`src/design/xlt_pkg.sv`:
```
`timescale 1ns / 1ps
// ----------------------------------------------------------------------------
// xlt_pkg
// Shared types, codes and helpers of the table stream parser.
// ----------------------------------------------------------------------------
package xlt_pkg;

    localparam logic [15:0] TAG_TABLE   = 16'd16;
    localparam logic [15:0] HEADER_SIZE = 16'd4;
    localparam logic [15:0] BLANK_BYTES = 16'd2;
    localparam logic [2:0]  FLOAT_LAST  = 3'd7;
    localparam logic [2:0]  WORD_LAST   = 3'd1;
    localparam int          DIV_STEPS   = 17;
    localparam int          DIV_CNT_W   = $clog2(DIV_STEPS);

    localparam logic [15:0] BLK_FLOAT  = 16'd1;
    localparam logic [15:0] BLK_STRING = 16'd2;
    localparam logic [15:0] BLK_BOOL   = 16'd3;
    localparam logic [15:0] BLK_ERROR  = 16'd4;
    localparam logic [15:0] BLK_BLANK  = 16'd5;
    localparam logic [15:0] BLK_INT    = 16'd6;
    localparam logic [15:0] BLK_SKIP   = 16'd7;

    localparam logic [3:0] K_FLOAT = 4'd0;
    localparam logic [3:0] K_CHAR  = 4'd1;
    localparam logic [3:0] K_EMPTY = 4'd2;
    localparam logic [3:0] K_BOOL  = 4'd3;
    localparam logic [3:0] K_ERROR = 4'd4;
    localparam logic [3:0] K_INT   = 4'd5;
    localparam logic [3:0] K_BLANK = 4'd6;
    localparam logic [3:0] K_SIZE  = 4'd7;
    localparam logic [3:0] K_DONE  = 4'd8;
    localparam logic [3:0] K_FAULT = 4'd9;

    localparam logic [2:0] F_NONE      = 3'd0;
    localparam logic [2:0] F_BAD_TAG   = 3'd1;
    localparam logic [2:0] F_BAD_HDR   = 3'd2;
    localparam logic [2:0] F_ZERO_DIM  = 3'd3;
    localparam logic [2:0] F_BAD_SIZE  = 3'd4;
    localparam logic [2:0] F_SKIP      = 3'd5;
    localparam logic [2:0] F_TRUNC     = 3'd6;
    localparam logic [2:0] F_OVERFLOW  = 3'd7;

    typedef enum logic [8:0] {
        PH_HEADER   = 9'b000000001,
        PH_TYPE     = 9'b000000010,
        PH_SIZE     = 9'b000000100,
        PH_FIXED    = 9'b000001000,
        PH_STRLEN   = 9'b000010000,
        PH_STRCHAR  = 9'b000100000,
        PH_BLANK    = 9'b001000000,
        PH_SKIPDATA = 9'b010000000,
        PH_HALT     = 9'b100000000
    } t_phase;

    typedef struct packed {
        logic [7:0] data_byte;
        logic       last_byte;
    } t_in_beat;

    typedef struct packed {
        logic [3:0]  kind;
        logic [15:0] row;
        logic [15:0] column;
        logic [63:0] value;
        logic        cell_end;
        logic [2:0]  fault_code;
        logic        last_result;
    } t_out_beat;

    typedef struct packed {
        t_phase      phase;
        logic [2:0]  bi;
        logic [15:0] btype;
        logic [15:0] blen;
        logic [15:0] bcons;
        logic [63:0] asm_word;
        logic [7:0]  sleft;
        logic [15:0] rows;
        logic [15:0] cols;
        logic [15:0] row;
        logic [15:0] col;
        logic        fault;
    } t_pstate;

    typedef struct packed {
        logic capture;
        logic exec;
        logic mul;
        logic chk;
        logic load;
        logic load_idx;
    } t_cmd;

    typedef struct packed {
        logic       blank;
        logic       any;
        logic [1:0] nres;
        logic       div_go;
        logic       div_done;
        logic       out_free;
    } t_stat;

    localparam t_pstate PSTATE_RESET = '{
        phase: PH_HEADER, bi: 3'd0, btype: 16'd0, blen: 16'd0, bcons: 16'd0,
        asm_word: 64'd0, sleft: 8'd0, rows: 16'd0, cols: 16'd0, row: 16'd0,
        col: 16'd0, fault: 1'b0
    };

    function automatic t_out_beat mk_res(input logic [3:0] kind, input logic [15:0] row,
                                         input logic [15:0] column, input logic [63:0] value,
                                         input logic cell_end, input logic [2:0] code);
        t_out_beat r;
        r.kind        = kind;
        r.row         = row;
        r.column      = column;
        r.value       = value;
        r.cell_end    = cell_end;
        r.fault_code  = code;
        r.last_result = 1'b0;
        return r;
    endfunction

endpackage

```
`src/design/xlt_div.sv`:
```
`timescale 1ns / 1ps
// ----------------------------------------------------------------------------
// xlt_div
// Restoring divider, one quotient bit per cycle, for blank-run positions.
// ----------------------------------------------------------------------------
module xlt_div (
    input  logic        i_clk,
    input  logic        i_rst_n,
    input  logic        i_start,
    input  logic [16:0] i_dividend,
    input  logic [15:0] i_divisor,
    output logic        o_done,
    output logic [16:0] o_quot,
    output logic [15:0] o_rem
);
    import xlt_pkg::*;

    logic                 r_busy, n_busy;
    logic                 r_done, n_done;
    logic [DIV_CNT_W-1:0] r_cnt, n_cnt;
    logic [16:0]          r_q, n_q;
    logic [15:0]          r_rem, n_rem;
    logic [15:0]          r_dvs;
    logic [16:0]          trial;
    logic                 ge;

    always_comb begin
        trial  = {r_rem, r_q[16]};
        ge     = trial >= {1'b0, r_dvs};
        n_busy = r_busy;
        n_done = 1'b0;
        n_cnt  = r_cnt;
        n_q    = r_q;
        n_rem  = r_rem;
        if (i_start) begin
            n_busy = 1'b1;
            n_cnt  = '0;
            n_q    = i_dividend;
            n_rem  = '0;
        end else if (r_busy) begin
            n_q   = {r_q[15:0], ge};
            n_rem = ge ? 16'(trial - {1'b0, r_dvs}) : trial[15:0];
            n_cnt = r_cnt + 1'b1;
            if (r_cnt == DIV_CNT_W'(DIV_STEPS - 1)) begin
                n_busy = 1'b0;
                n_done = 1'b1;
            end
        end
    end

    always_ff @(posedge i_clk) begin
        if (!i_rst_n) begin
            r_busy <= 1'b0;
            r_done <= 1'b0;
            r_cnt  <= '0;
        end else begin
            r_busy <= n_busy;
            r_done <= n_done;
            r_cnt  <= n_cnt;
        end
    end

    always_ff @(posedge i_clk) begin
        r_q   <= n_q;
        r_rem <= n_rem;
        if (i_start) begin
            r_dvs <= i_divisor;
        end
    end

    assign o_done = r_done;
    assign o_quot = r_q;
    assign o_rem  = r_rem;

endmodule

```
`src/design/xlt_datapath.sv`:
```
`timescale 1ns / 1ps
// ----------------------------------------------------------------------------
// xlt_datapath
// Parse state, per-byte decode, blank-run check and output register.
// ----------------------------------------------------------------------------
module xlt_datapath (
    input  logic              i_clk,
    input  logic              i_rst_n,
    input  xlt_pkg::t_in_beat i_in_data,
    input  xlt_pkg::t_cmd     i_cmd,
    output xlt_pkg::t_stat    o_stat,
    input  logic              i_out_stall,
    output logic              o_out_valid,
    output xlt_pkg::t_out_beat o_out_data
);
    import xlt_pkg::*;

    t_pstate   r_st;
    logic [7:0] r_byte;
    logic      r_last;
    logic [15:0] r_count;
    logic [31:0] r_pstart, r_pcells;
    t_out_beat r_res0, r_res1;
    logic [1:0] r_nres;
    t_out_beat r_out;
    logic      r_out_valid;

    t_pstate   e_st, c_st;
    t_out_beat h_res, l_res, e_res0, e_res1, c_res0, c_res1;
    logic      h_v, l_v, h_flt, e_blank;
    logic [2:0] h_fcode;
    logic [1:0] e_nres, c_nres;
    logic [63:0] sh, asm_h;
    logic [16:0] col_inc;
    logic [15:0] adv_row, adv_col, cons, new_len, new_type;
    logic        blk_end, ovf_row;
    logic [2:0]  last_i;
    logic [33:0] chk_sum;
    logic        c_ovf, c_div_go;
    logic        div_done;
    logic [16:0] div_quot;
    logic [15:0] div_rem;
    logic        out_free;

    // per-byte decode
    always_comb begin
        e_st    = r_st;
        h_v     = 1'b0;
        h_res   = '0;
        l_v     = 1'b0;
        l_res   = '0;
        h_flt   = 1'b0;
        h_fcode = F_NONE;
        e_blank = 1'b0;
        sh      = {56'd0, r_byte} << {r_st.bi, 3'b000};
        asm_h   = r_st.asm_word | sh;
        col_inc = {1'b0, r_st.col} + 17'd1;
        if (col_inc >= {1'b0, r_st.cols}) begin
            adv_col = '0;
            adv_row = r_st.row + 16'd1;
        end else begin
            adv_col = col_inc[15:0];
            adv_row = r_st.row;
        end
        cons     = (r_st.bcons == 16'hFFFF) ? r_st.bcons : r_st.bcons + 16'd1;
        blk_end  = cons >= r_st.blen;
        ovf_row  = r_st.row >= r_st.rows;
        new_len  = {r_byte, r_st.blen[7:0]};
        new_type = {r_byte, r_st.btype[7:0]};
        last_i   = (r_st.btype == BLK_FLOAT) ? FLOAT_LAST : WORD_LAST;
        if (!r_st.fault) begin
            case (r_st.phase)
                PH_HEADER: begin
                    e_st.asm_word = asm_h;
                    if (r_st.bi == 3'd1 && asm_h[15:0] != TAG_TABLE) begin
                        h_flt = 1'b1; h_fcode = F_BAD_TAG;
                    end else if (r_st.bi == 3'd3 && asm_h[31:16] != HEADER_SIZE) begin
                        h_flt = 1'b1; h_fcode = F_BAD_HDR;
                    end else if (r_st.bi == 3'd7) begin
                        e_st.rows = asm_h[47:32];
                        e_st.cols = asm_h[63:48];
                        if (asm_h[47:32] == 16'd0 || asm_h[63:48] == 16'd0) begin
                            h_flt = 1'b1; h_fcode = F_ZERO_DIM;
                        end else begin
                            h_v   = 1'b1;
                            h_res = mk_res(K_SIZE, asm_h[47:32], asm_h[63:48], 64'd0,
                                           1'b0, F_NONE);
                            e_st.phase    = PH_TYPE;
                            e_st.bi       = 3'd0;
                            e_st.asm_word = '0;
                            e_st.row      = '0;
                            e_st.col      = '0;
                        end
                    end else begin
                        e_st.bi = r_st.bi + 3'd1;
                    end
                end
                PH_TYPE: begin
                    if (r_st.bi == 3'd0) begin
                        e_st.btype = {8'd0, r_byte};
                        e_st.bi    = 3'd1;
                    end else begin
                        e_st.btype = new_type;
                        e_st.bi    = 3'd0;
                        if (new_type == BLK_SKIP) begin
                            h_flt = 1'b1; h_fcode = F_SKIP;
                        end else begin
                            e_st.phase = PH_SIZE;
                        end
                    end
                end
                PH_SIZE: begin
                    if (r_st.bi == 3'd0) begin
                        e_st.blen = {8'd0, r_byte};
                        e_st.bi   = 3'd1;
                    end else begin
                        e_st.blen     = new_len;
                        e_st.bi       = 3'd0;
                        e_st.bcons    = '0;
                        e_st.asm_word = '0;
                        e_st.sleft    = '0;
                        if ((r_st.btype == BLK_FLOAT && new_len[2:0] != 3'd0) ||
                            ((r_st.btype == BLK_BOOL || r_st.btype == BLK_ERROR ||
                              r_st.btype == BLK_INT) && new_len[0]) ||
                            (r_st.btype == BLK_BLANK && new_len != BLANK_BYTES)) begin
                            h_flt = 1'b1; h_fcode = F_BAD_SIZE;
                        end else if (r_st.btype == BLK_BLANK) begin
                            e_st.phase = PH_BLANK;
                        end else if (new_len == 16'd0) begin
                            e_st.phase = PH_TYPE;
                        end else if (r_st.btype == BLK_FLOAT || r_st.btype == BLK_BOOL ||
                                     r_st.btype == BLK_ERROR || r_st.btype == BLK_INT) begin
                            e_st.phase = PH_FIXED;
                        end else if (r_st.btype == BLK_STRING) begin
                            e_st.phase = PH_STRLEN;
                        end else begin
                            e_st.phase = PH_SKIPDATA;
                        end
                    end
                end
                PH_FIXED: begin
                    e_st.asm_word = asm_h;
                    e_st.bcons    = cons;
                    if (r_st.bi < last_i) begin
                        e_st.bi = r_st.bi + 3'd1;
                    end else begin
                        e_st.bi = 3'd0;
                        if (ovf_row) begin
                            h_flt = 1'b1; h_fcode = F_OVERFLOW;
                        end else begin
                            h_v = 1'b1;
                            if (r_st.btype == BLK_FLOAT) begin
                                h_res = mk_res(K_FLOAT, r_st.row, r_st.col, asm_h, 1'b0, F_NONE);
                            end else if (r_st.btype == BLK_BOOL) begin
                                h_res = mk_res(K_BOOL, r_st.row, r_st.col,
                                               {63'd0, asm_h != 64'd0}, 1'b0, F_NONE);
                            end else if (r_st.btype == BLK_ERROR) begin
                                h_res = mk_res(K_ERROR, r_st.row, r_st.col, asm_h, 1'b0, F_NONE);
                            end else begin
                                h_res = mk_res(K_INT, r_st.row, r_st.col, asm_h, 1'b0, F_NONE);
                            end
                            e_st.asm_word = '0;
                            e_st.row      = adv_row;
                            e_st.col      = adv_col;
                            if (blk_end) begin
                                e_st.phase = PH_TYPE;
                            end
                        end
                    end
                end
                PH_STRLEN: begin
                    e_st.bcons = cons;
                    if (ovf_row) begin
                        h_flt = 1'b1; h_fcode = F_OVERFLOW;
                    end else if (r_byte == 8'd0) begin
                        h_v      = 1'b1;
                        h_res    = mk_res(K_EMPTY, r_st.row, r_st.col, 64'd0, 1'b0, F_NONE);
                        e_st.row = adv_row;
                        e_st.col = adv_col;
                        if (blk_end) begin
                            e_st.phase = PH_TYPE;
                            e_st.bi    = 3'd0;
                        end
                    end else begin
                        e_st.sleft = r_byte;
                        e_st.phase = PH_STRCHAR;
                    end
                end
                PH_STRCHAR: begin
                    e_st.bcons = cons;
                    e_st.sleft = r_st.sleft - 8'd1;
                    h_v        = 1'b1;
                    h_res      = mk_res(K_CHAR, r_st.row, r_st.col, {56'd0, r_byte},
                                        r_st.sleft == 8'd1, F_NONE);
                    if (r_st.sleft == 8'd1) begin
                        e_st.row   = adv_row;
                        e_st.col   = adv_col;
                        e_st.phase = PH_STRLEN;
                        if (blk_end) begin
                            e_st.phase = PH_TYPE;
                            e_st.bi    = 3'd0;
                        end
                    end
                end
                PH_BLANK: begin
                    if (r_st.bi == 3'd0) begin
                        e_st.asm_word = {56'd0, r_byte};
                        e_st.bi       = 3'd1;
                    end else begin
                        e_blank       = 1'b1;
                        e_st.bi       = 3'd0;
                        e_st.asm_word = '0;
                    end
                end
                PH_SKIPDATA: begin
                    e_st.bcons = cons;
                    if (blk_end) begin
                        e_st.phase = PH_TYPE;
                        e_st.bi    = 3'd0;
                    end
                end
                default: begin
                end
            endcase
        end
        if (h_flt) begin
            h_v        = 1'b1;
            h_res      = mk_res(K_FAULT, 16'd0, 16'd0, 64'd0, 1'b0, h_fcode);
            e_st.fault = 1'b1;
            e_st.phase = PH_HALT;
        end
        if (r_last && !e_blank) begin
            if (!e_st.fault) begin
                l_v = 1'b1;
                if (e_st.phase == PH_TYPE && e_st.bi == 3'd0) begin
                    l_res = mk_res(K_DONE, 16'd0, 16'd0, 64'd0, 1'b0, F_NONE);
                end else begin
                    l_res = mk_res(K_FAULT, 16'd0, 16'd0, 64'd0, 1'b0, F_TRUNC);
                end
            end
            e_st = PSTATE_RESET;
        end
        e_nres = {1'b0, h_v} + {1'b0, l_v};
        e_res0 = h_v ? h_res : l_res;
        e_res1 = l_res;
        if (e_nres == 2'd1) begin
            e_res0.last_result = 1'b1;
        end
        if (e_nres == 2'd2) begin
            e_res1.last_result = 1'b1;
        end
    end

    // blank-run range check
    always_comb begin
        c_st    = r_st;
        chk_sum = {2'b00, r_pstart} + {18'd0, r_st.col} + {18'd0, r_count};
        c_ovf   = (r_count != 16'd0) && (chk_sum > {2'b00, r_pcells});
        if (c_ovf) begin
            c_res0     = mk_res(K_FAULT, 16'd0, 16'd0, 64'd0, 1'b0, F_OVERFLOW);
            c_st.fault = 1'b1;
            c_st.phase = PH_HALT;
        end else begin
            c_res0     = mk_res(K_BLANK, r_st.row, r_st.col, {48'd0, r_count}, 1'b0, F_NONE);
            c_st.phase = PH_TYPE;
        end
        c_res1 = mk_res(K_DONE, 16'd0, 16'd0, 64'd0, 1'b0, F_NONE);
        c_nres = 2'd1;
        if (r_last) begin
            if (!c_ovf) begin
                c_nres = 2'd2;
            end
            c_st = PSTATE_RESET;
        end
        if (c_nres == 2'd1) begin
            c_res0.last_result = 1'b1;
        end else begin
            c_res1.last_result = 1'b1;
        end
        c_div_go = !c_ovf && !r_last && (r_count != 16'd0);
    end

    xlt_div u_div (
        .i_clk      (i_clk),
        .i_rst_n    (i_rst_n),
        .i_start    (i_cmd.chk && c_div_go),
        .i_dividend ({1'b0, r_st.col} + {1'b0, r_count}),
        .i_divisor  (r_st.cols),
        .o_done     (div_done),
        .o_quot     (div_quot),
        .o_rem      (div_rem)
    );

    assign out_free = !r_out_valid || !i_out_stall;

    always_ff @(posedge i_clk) begin
        if (!i_rst_n) begin
            r_st        <= PSTATE_RESET;
            r_nres      <= '0;
            r_out_valid <= 1'b0;
        end else begin
            if (i_cmd.exec) begin
                r_st   <= e_st;
                r_nres <= e_nres;
            end else if (i_cmd.chk) begin
                r_st   <= c_st;
                r_nres <= c_nres;
            end else if (div_done) begin
                r_st.row <= r_st.row + div_quot[15:0];
                r_st.col <= div_rem;
            end
            if (i_cmd.load) begin
                r_out_valid <= 1'b1;
            end else if (!i_out_stall) begin
                r_out_valid <= 1'b0;
            end
        end
    end

    always_ff @(posedge i_clk) begin
        if (i_cmd.capture) begin
            r_byte <= i_in_data.data_byte;
            r_last <= i_in_data.last_byte;
        end
        if (i_cmd.exec) begin
            r_res0 <= e_res0;
            r_res1 <= e_res1;
            if (e_blank) begin
                r_count <= {r_byte, r_st.asm_word[7:0]};
            end
        end
        if (i_cmd.chk) begin
            r_res0 <= c_res0;
            r_res1 <= c_res1;
        end
        if (i_cmd.mul) begin
            r_pstart <= r_st.row * r_st.cols;
            r_pcells <= r_st.rows * r_st.cols;
        end
        if (i_cmd.load) begin
            r_out <= i_cmd.load_idx ? r_res1 : r_res0;
        end
    end

    assign o_stat.blank    = e_blank;
    assign o_stat.any      = e_nres != 2'd0;
    assign o_stat.nres     = r_nres;
    assign o_stat.div_go   = c_div_go;
    assign o_stat.div_done = div_done;
    assign o_stat.out_free = out_free;
    assign o_out_valid     = r_out_valid;
    assign o_out_data      = r_out;

endmodule

```
`src/design/xlt_ctrl.sv`:
```
`timescale 1ns / 1ps
// ----------------------------------------------------------------------------
// xlt_ctrl
// Sequencer: accept a byte, decode it, run the blank-run check, emit beats.
// ----------------------------------------------------------------------------
module xlt_ctrl (
    input  logic           i_clk,
    input  logic           i_rst_n,
    input  logic           i_in_valid,
    output logic           o_in_stall,
    input  xlt_pkg::t_stat i_stat,
    output xlt_pkg::t_cmd  o_cmd
);
    import xlt_pkg::*;

    typedef enum logic [5:0] {
        ST_IDLE = 6'b000001,
        ST_EXEC = 6'b000010,
        ST_MUL  = 6'b000100,
        ST_CHK  = 6'b001000,
        ST_DIV  = 6'b010000,
        ST_EMIT = 6'b100000
    } t_state;

    t_state r_state, n_state;
    logic   r_idx, n_idx;

    always_comb begin
        n_state = r_state;
        n_idx   = r_idx;
        o_cmd   = '0;
        case (r_state)
            ST_IDLE: begin
                if (i_in_valid) begin
                    o_cmd.capture = 1'b1;
                    n_state       = ST_EXEC;
                end
            end
            ST_EXEC: begin
                o_cmd.exec = 1'b1;
                if (i_stat.blank) begin
                    n_state = ST_MUL;
                end else if (i_stat.any) begin
                    n_state = ST_EMIT;
                end else begin
                    n_state = ST_IDLE;
                end
            end
            ST_MUL: begin
                o_cmd.mul = 1'b1;
                n_state   = ST_CHK;
            end
            ST_CHK: begin
                o_cmd.chk = 1'b1;
                n_state   = i_stat.div_go ? ST_DIV : ST_EMIT;
            end
            ST_DIV: begin
                if (i_stat.div_done) begin
                    n_state = ST_EMIT;
                end
            end
            ST_EMIT: begin
                if (i_stat.out_free) begin
                    o_cmd.load     = 1'b1;
                    o_cmd.load_idx = r_idx;
                    if (r_idx || i_stat.nres == 2'd1) begin
                        n_idx   = 1'b0;
                        n_state = ST_IDLE;
                    end else begin
                        n_idx = 1'b1;
                    end
                end
            end
            default: begin
                n_state = ST_IDLE;
            end
        endcase
    end

    always_ff @(posedge i_clk) begin
        if (!i_rst_n) begin
            r_state <= ST_IDLE;
            r_idx   <= 1'b0;
        end else begin
            r_state <= n_state;
            r_idx   <= n_idx;
        end
    end

    assign o_in_stall = r_state != ST_IDLE;

`ifndef SYNTHESIS
    a_accept_exec: assert property (@(posedge i_clk) disable iff (!i_rst_n)
        (r_state == ST_IDLE && i_in_valid) |=> (r_state == ST_EXEC))
        else $error("accepted beat not decoded next cycle");
    a_load_free: assert property (@(posedge i_clk) disable iff (!i_rst_n)
        o_cmd.load |-> i_stat.out_free)
        else $error("output register overwritten while stalled");
    a_div_hold: assert property (@(posedge i_clk) disable iff (!i_rst_n)
        (r_state == ST_DIV && !i_stat.div_done) |=> (r_state == ST_DIV))
        else $error("left divide wait before done");
`endif

endmodule

```
`src/design/xltable_stream_parser.sv`:
```
`timescale 1ns / 1ps
// ----------------------------------------------------------------------------
// xltable_stream_parser
// Byte-serial parser of a spreadsheet-table message into cell result beats.
// ----------------------------------------------------------------------------
// Input channel: one message byte per beat, with last_byte on the final one.
// Output channel: cell, size, done and fault beats with row and column.
// A byte is taken only while the parser is idle; each byte is captured and
// decoded, then emits up to two result beats, which wait while the receiver stalls.
// A blank-run block's count byte also runs a multiply step and a range check;
// if not last, a non-empty in-range run waits on the divider to move the position.
// The output register holds a beat while the receiver stalls; the parser
// waits for it and accepts no byte until all beats of the current byte left.
// After a fault, bytes are dropped up to last_byte. After last_byte, and at
// reset, the parser expects a new header; reset also empties the output.
// ----------------------------------------------------------------------------
module xltable_stream_parser (
    input  logic                i_clk,
    input  logic                i_rst_n,
    input  logic                i_in_valid,
    output logic                o_in_stall,
    input  xlt_pkg::t_in_beat   i_in_data,
    output logic                o_out_valid,
    input  logic                i_out_stall,
    output xlt_pkg::t_out_beat  o_out_data
);
    import xlt_pkg::*;

    t_cmd  cmd;
    t_stat stat;

    xlt_ctrl u_ctrl (
        .i_clk      (i_clk),
        .i_rst_n    (i_rst_n),
        .i_in_valid (i_in_valid),
        .o_in_stall (o_in_stall),
        .i_stat     (stat),
        .o_cmd      (cmd)
    );

    xlt_datapath u_dp (
        .i_clk       (i_clk),
        .i_rst_n     (i_rst_n),
        .i_in_data   (i_in_data),
        .i_cmd       (cmd),
        .o_stat      (stat),
        .i_out_stall (i_out_stall),
        .o_out_valid (o_out_valid),
        .o_out_data  (o_out_data)
    );

endmodule
```
`config.mk`:
```
export PLATFORM = sky130hd
export DESIGN_NAME = xltable_stream_parser
export DESIGN_NICKNAME = d
export VERILOG_FILES = /design/src/design/xlt_pkg.sv /design/src/design/xlt_div.sv /design/src/design/xlt_datapath.sv /design/src/design/xlt_ctrl.sv /design/src/design/xltable_stream_parser.sv
export SDC_FILE = /design/constraint.sdc
export NUM_CORES = 2
export LEC_CHECK = 0
export BUFFER_PORTS_ARGS = -buffer_cell sky130_fd_sc_hd__buf_2
export CORE_MARGIN = 2
export CORE_UTILIZATION = 59
export CTS_CLUSTER_DIAMETER = 100
export DETAILED_ROUTE_END_ITERATION = 6
export PLACE_DENSITY = 0.79
export SYNTH_ARGS = -nofsm -noshare
export SYNTH_HDL_FRONTEND = slang
export SYNTH_SLANG_ARGS = --single-unit
```
`constraint.sdc`:
```
create_clock -name i_clk -period 8.57 [get_ports i_clk]
set_input_delay 0 -clock i_clk [delete_from_list [all_inputs] [get_ports i_clk]]
set_output_delay 0 -clock i_clk [all_outputs]
set_load 0.1 [all_outputs]
```
==> metrics list <==
- NumNets Final: 5931
- In this run the power spent charging and discharging nets is 0.00185 W.
- Combinational cells account for 13.6% of the total power.
- Per report_power, the sequential group accounts for 45.4% of the total.
- Data on the critical path arrives at its endpoint at 8.19 ns.
* Unrepaired setup endpoints after global routing: no
* CTS tree: built
- Net count after synthesis: 5887
- Pin slew with the least headroom to its limit: 1.34 ns
- WHS Endpoint: u_dp.r_byte[3]
- The initial utilization of the core area, before any placement, comes to 59.5%.
- Layout fillers: 6335
- After detailed routing, the total wire length is 139 mm.
* Final Slew Violations: 0
- The worst path uses 91.2% of the clock period.
* Areal power density over the cells: 130 nW/um^2
- The worst register-to-register path ends at u_dp.u_div.o_quot[5].
* Setup slack of the most critical reg-to-reg path: 0.76 ns
- In this run the tool buffered the top-level ports with 119 buffer cells.
- Detailed routing inserted a total of 38400 vias.
- The longest clock path from root to sink contains 3 buffers.
* Placeable core region: 78900 sq um
- Cell-internal power: 0.00476 W
- The worst setup path is launched from a register.
* Worst setup EP type: register
* Total Neg Setup Slack: 0 ns
- The run finished with clean final reports.
- Source of the worst register-to-register timing path: u_dp.r_st[1]
- In this run, synthesis inferred 333 flip-flops with an integrated enable.
- Number of core rows: 103
- Part of the power in the clock network: 41.1%
- Slowest library cell on the worst path: nor4b_1
- The worst-case IR drop observed on VDD is 0.171 mV.
* Total number of cells along the worst setup path: 34
- Synthesis Warnings: 0
- Setup violations remaining at the end of the flow were counted as 0.
- #FFs+latches synth: 565
- Buffers added to address setup during post-CTS repair amount to 0.
- Leaving out fill and tap cells, the most frequent cell in the layout is inv_1.
- The detail route stage leaves a number of antenna-violating nets equal to 0.
* Via density: 6.15
- The die is 286 um tall.
* DR WL/cell: 22.3 um
- Setup slack on the critical path of the routed design comes to 0.758 ns.
* Iteration-0 DRC Markers: 4881
- Among the stages of the critical path, the cell type that occurs most often is a21oi_1.
- In this run the mean area of a mapped cell was 9.21 sq um.
- The number of antenna violations at the first check in global routing came to 6.
- Pin count of the biggest net entering global routing: 106
- Ys async rst share: 0%
* Share of cells above drive strength 1: 7.74%
* Hold_ws: 0.0511 ns
* Proportion of total power due to net switching: 28.0%
- Final number of hold-violating endpoints: 0
* Predominant post-synthesis flop cell: edfxtp_1
* Class of the worst hold path: in2reg
- The H-tree was split into 2 levels.
* Fmax: 0.128 GHz
* Sequential-to-total area share from yosys stat: 31.2%
- Worst path bufs/invs: 2
* Sum of net half-perimeters after detailed placement: 104 mm
- In this run the cell area of the synthesized design comes to 46900 sq um.
* Clock-pin slew on the worst setup and hold paths: 0.06 ns
- The largest single stage delay on the critical path is 0.67 ns.
- Distinct cell type count after synthesis: 104
* Beginning of the worst hold path: i_in_data[4]
- Required time at the worst-slack endpoint: 8.94 ns
* Depth of the worst hold-timing path: 2
* CTS Sinks: 565
- Crit-path leading delay family: compound AO/OA/AOI/OAI gates
- Residual DRC: 0
- Counting I/O delays and the setup requirement, the final critical path takes 7.81 ns.
- The area growth from synthesis to layout is 8.34%.
- At the end of routability-driven placement, the weighted congestion stood at 1.01.
* Worst clock skew: 0.0501 ns
- R2r worst-path depth: 34
* Sum of overflow across all layers after global routing: 0
- Post-Place Worst Slack: 0.915 ns
- Counting the buffers created by CTS gives 59.
* Reported max-cap violation count: 0
- Most frequent cells in the layout: 594 x inv_1, 535 x nand2_1, 489 x nor2_1
- The later pin in the worst-skew pair is clocked with a latency of 0.67 ns.
- Clk Tree Root Cell: clkbuf_16
- The via count of the first global-routing pass is 37600.
* Die width: 286 um
* Type of the worst setup path: reg2reg
- Detailed-router iteration count before antenna repair: 6
- Relative slew margins: 10.4%
- In this run the static leakage power is 21.3 nW.
- The first global-routing pass estimated 216 mm of wire.
- Synthesis handed over a netlist of 5096 instances.
* GRT Resource Usage Total: 34.2%
* Largest fanout of any net on the critical path: 52
* Number of top-level pins: 120
* Die Footprint: 81800 sq um
power by group through the flow:
stage	combinational, W	clock [W]	sequential (W)
floorplan	0.000602	0	0.00304
global placement	0.000849	0	0.00305
detailed placement	0.000858	0	0.00306
CTS	0.000870	0.00273	0.00300
global route	0.000962	0.00283	0.00300
finish	0.000896	0.00271	0.00300
registers in the layout, summed over array words and instances (netlist names), 3 cells and up:
| register | cells |
|---|---|
| u_ctrl.r_state | 6 |
| u_dp.r_count | 16 |
| u_dp.r_st | 181 |
| u_dp.u_div.r_cnt | 5 |
| u_dp.u_div.r_dvs | 16 |
| u_dp.r_res1 | 3 |
| u_dp.r_byte | 8 |
| u_dp.new_len | 8 |
| u_dp.r_pstart | 32 |
| u_dp.u_div.o_quot | 17 |
| u_dp.r_pcells | 32 |
| u_dp.new_type | 8 |
| u_dp.u_div.o_rem | 16 |
| u_dp.o_out_data | 105 |
| u_dp.r_res0 | 105 |
cell families after synthesis:
group	share of synthesized area (%)
DFF	31.2
muxes	0.893
xor gates and xnor gates	3.40
adders and majority gates	27.0
buffers and inverters	6.98
and+or+nand+nor	17.8
AOI/OAI and AO/OA	12.7
layer usage:
metal,vias up,track usage (%),part of all wire (%),wire [um]
li1,17300,-,-,-
met1,18500,44.9,38,53100
met2,2163,52.9,44,61800
met3,433,7.20,11,15400
met4,8,19.2,6.5,9040
met5,-,0,0.033,46
synth_stat cells, drive strengths merged (7+ instances only):
cell type | instances | area share [%]
a21boi | 7 | 0.11
nor4b | 9 | 0.17
a2111oi | 12 | 0.22
nand3b | 11 | 0.18
and3 | 49 | 0.66
nand4 | 55 | 0.75
edfxtp | 333 | 21
a21o | 84 | 1.3
and4 | 11 | 0.21
nand2 | 537 | 4.3
a31oi | 43 | 0.57
nor3b | 14 | 0.22
o32ai | 8 | 0.15
inv | 601 | 4.8
xor2 | 64 | 1.2
mux2 | 18 | 0.49
o21a | 27 | 0.43
buf | 43 | 0.48
a21oi | 338 | 3.6
a211oi | 32 | 0.53
o31ai | 16 | 0.27
nor2b | 37 | 0.49
or2 | 22 | 0.30
o211ai | 19 | 0.31
clkbuf | 209 | 1.7
dfxtp | 232 | 9.9
or4 | 9 | 0.14
nor2 | 490 | 3.9
nand3 | 84 | 0.92
nand2b | 33 | 0.44
o2bb2ai | 41 | 0.77
o21bai | 13 | 0.21
a22oi | 57 | 0.91
nor4 | 27 | 0.37
fa | 393 | 17
or3 | 29 | 0.39
a311oi | 12 | 0.22
o21ai | 138 | 1.5
mux2i | 19 | 0.41
and2 | 211 | 2.8
xnor2 | 118 | 2.2
ha | 385 | 10
nor3 | 115 | 1.2
through the flow:
| step | area (sq um) | utilization (%) | total power (W) | cells |
|---|---|---|---|---|
| detailed placement | 48700 | 61.7 | 0.00391 | 6116 |
| global route | 50900 | 64.5 | 0.00680 | 6242 |
| floorplan | 46900 | - | 0.00364 | 5096 |
| finish | 50900 | 64.5 | 0.00661 | 6242 |
| CTS | 50800 | 64.5 | 0.00659 | 6241 |
| global placement | 48700 | 61.7 | 0.00390 | 6116 |
worst max path at each step:
stage / from / to
2_1_floorplan: u_ctrl.r_state[2] / u_dp.o_out_data[102]
3_3_place_gp: u_dp.r_st[1] / u_dp.u_div.o_quot[16]
3_5_place_dp: u_dp.r_st[1] / u_dp.u_div.o_quot[16]
4_1_cts: u_dp.r_st[1] / u_dp.u_div.o_quot[2]
5_1_grt: u_dp.r_st[1] / u_dp.u_div.o_quot[2]
6_report: u_dp.r_st[1] / u_dp.u_div.o_quot[5]
layout make-up:
type	count	area [sq um]	share of cell area (%)
clock buffer	71	1560	3.07
timing repair buffer	235	1510	2.97
inverter	603	2280	4.48
multi-input combinational	3676	29100	57.2
sequential	565	14600	28.8
clock inverter	41	462	0.908
antenna	1	2.50	0.00492
tap	1050	1310	2.58
timing repair:
item	4_1_cts	5_1_grt
resized for setup	0	0
hold buffers	13	0
hold endpoints to repair	34	0
setup endpoints to repair	0	0
(Power assumes the default switching activity.)
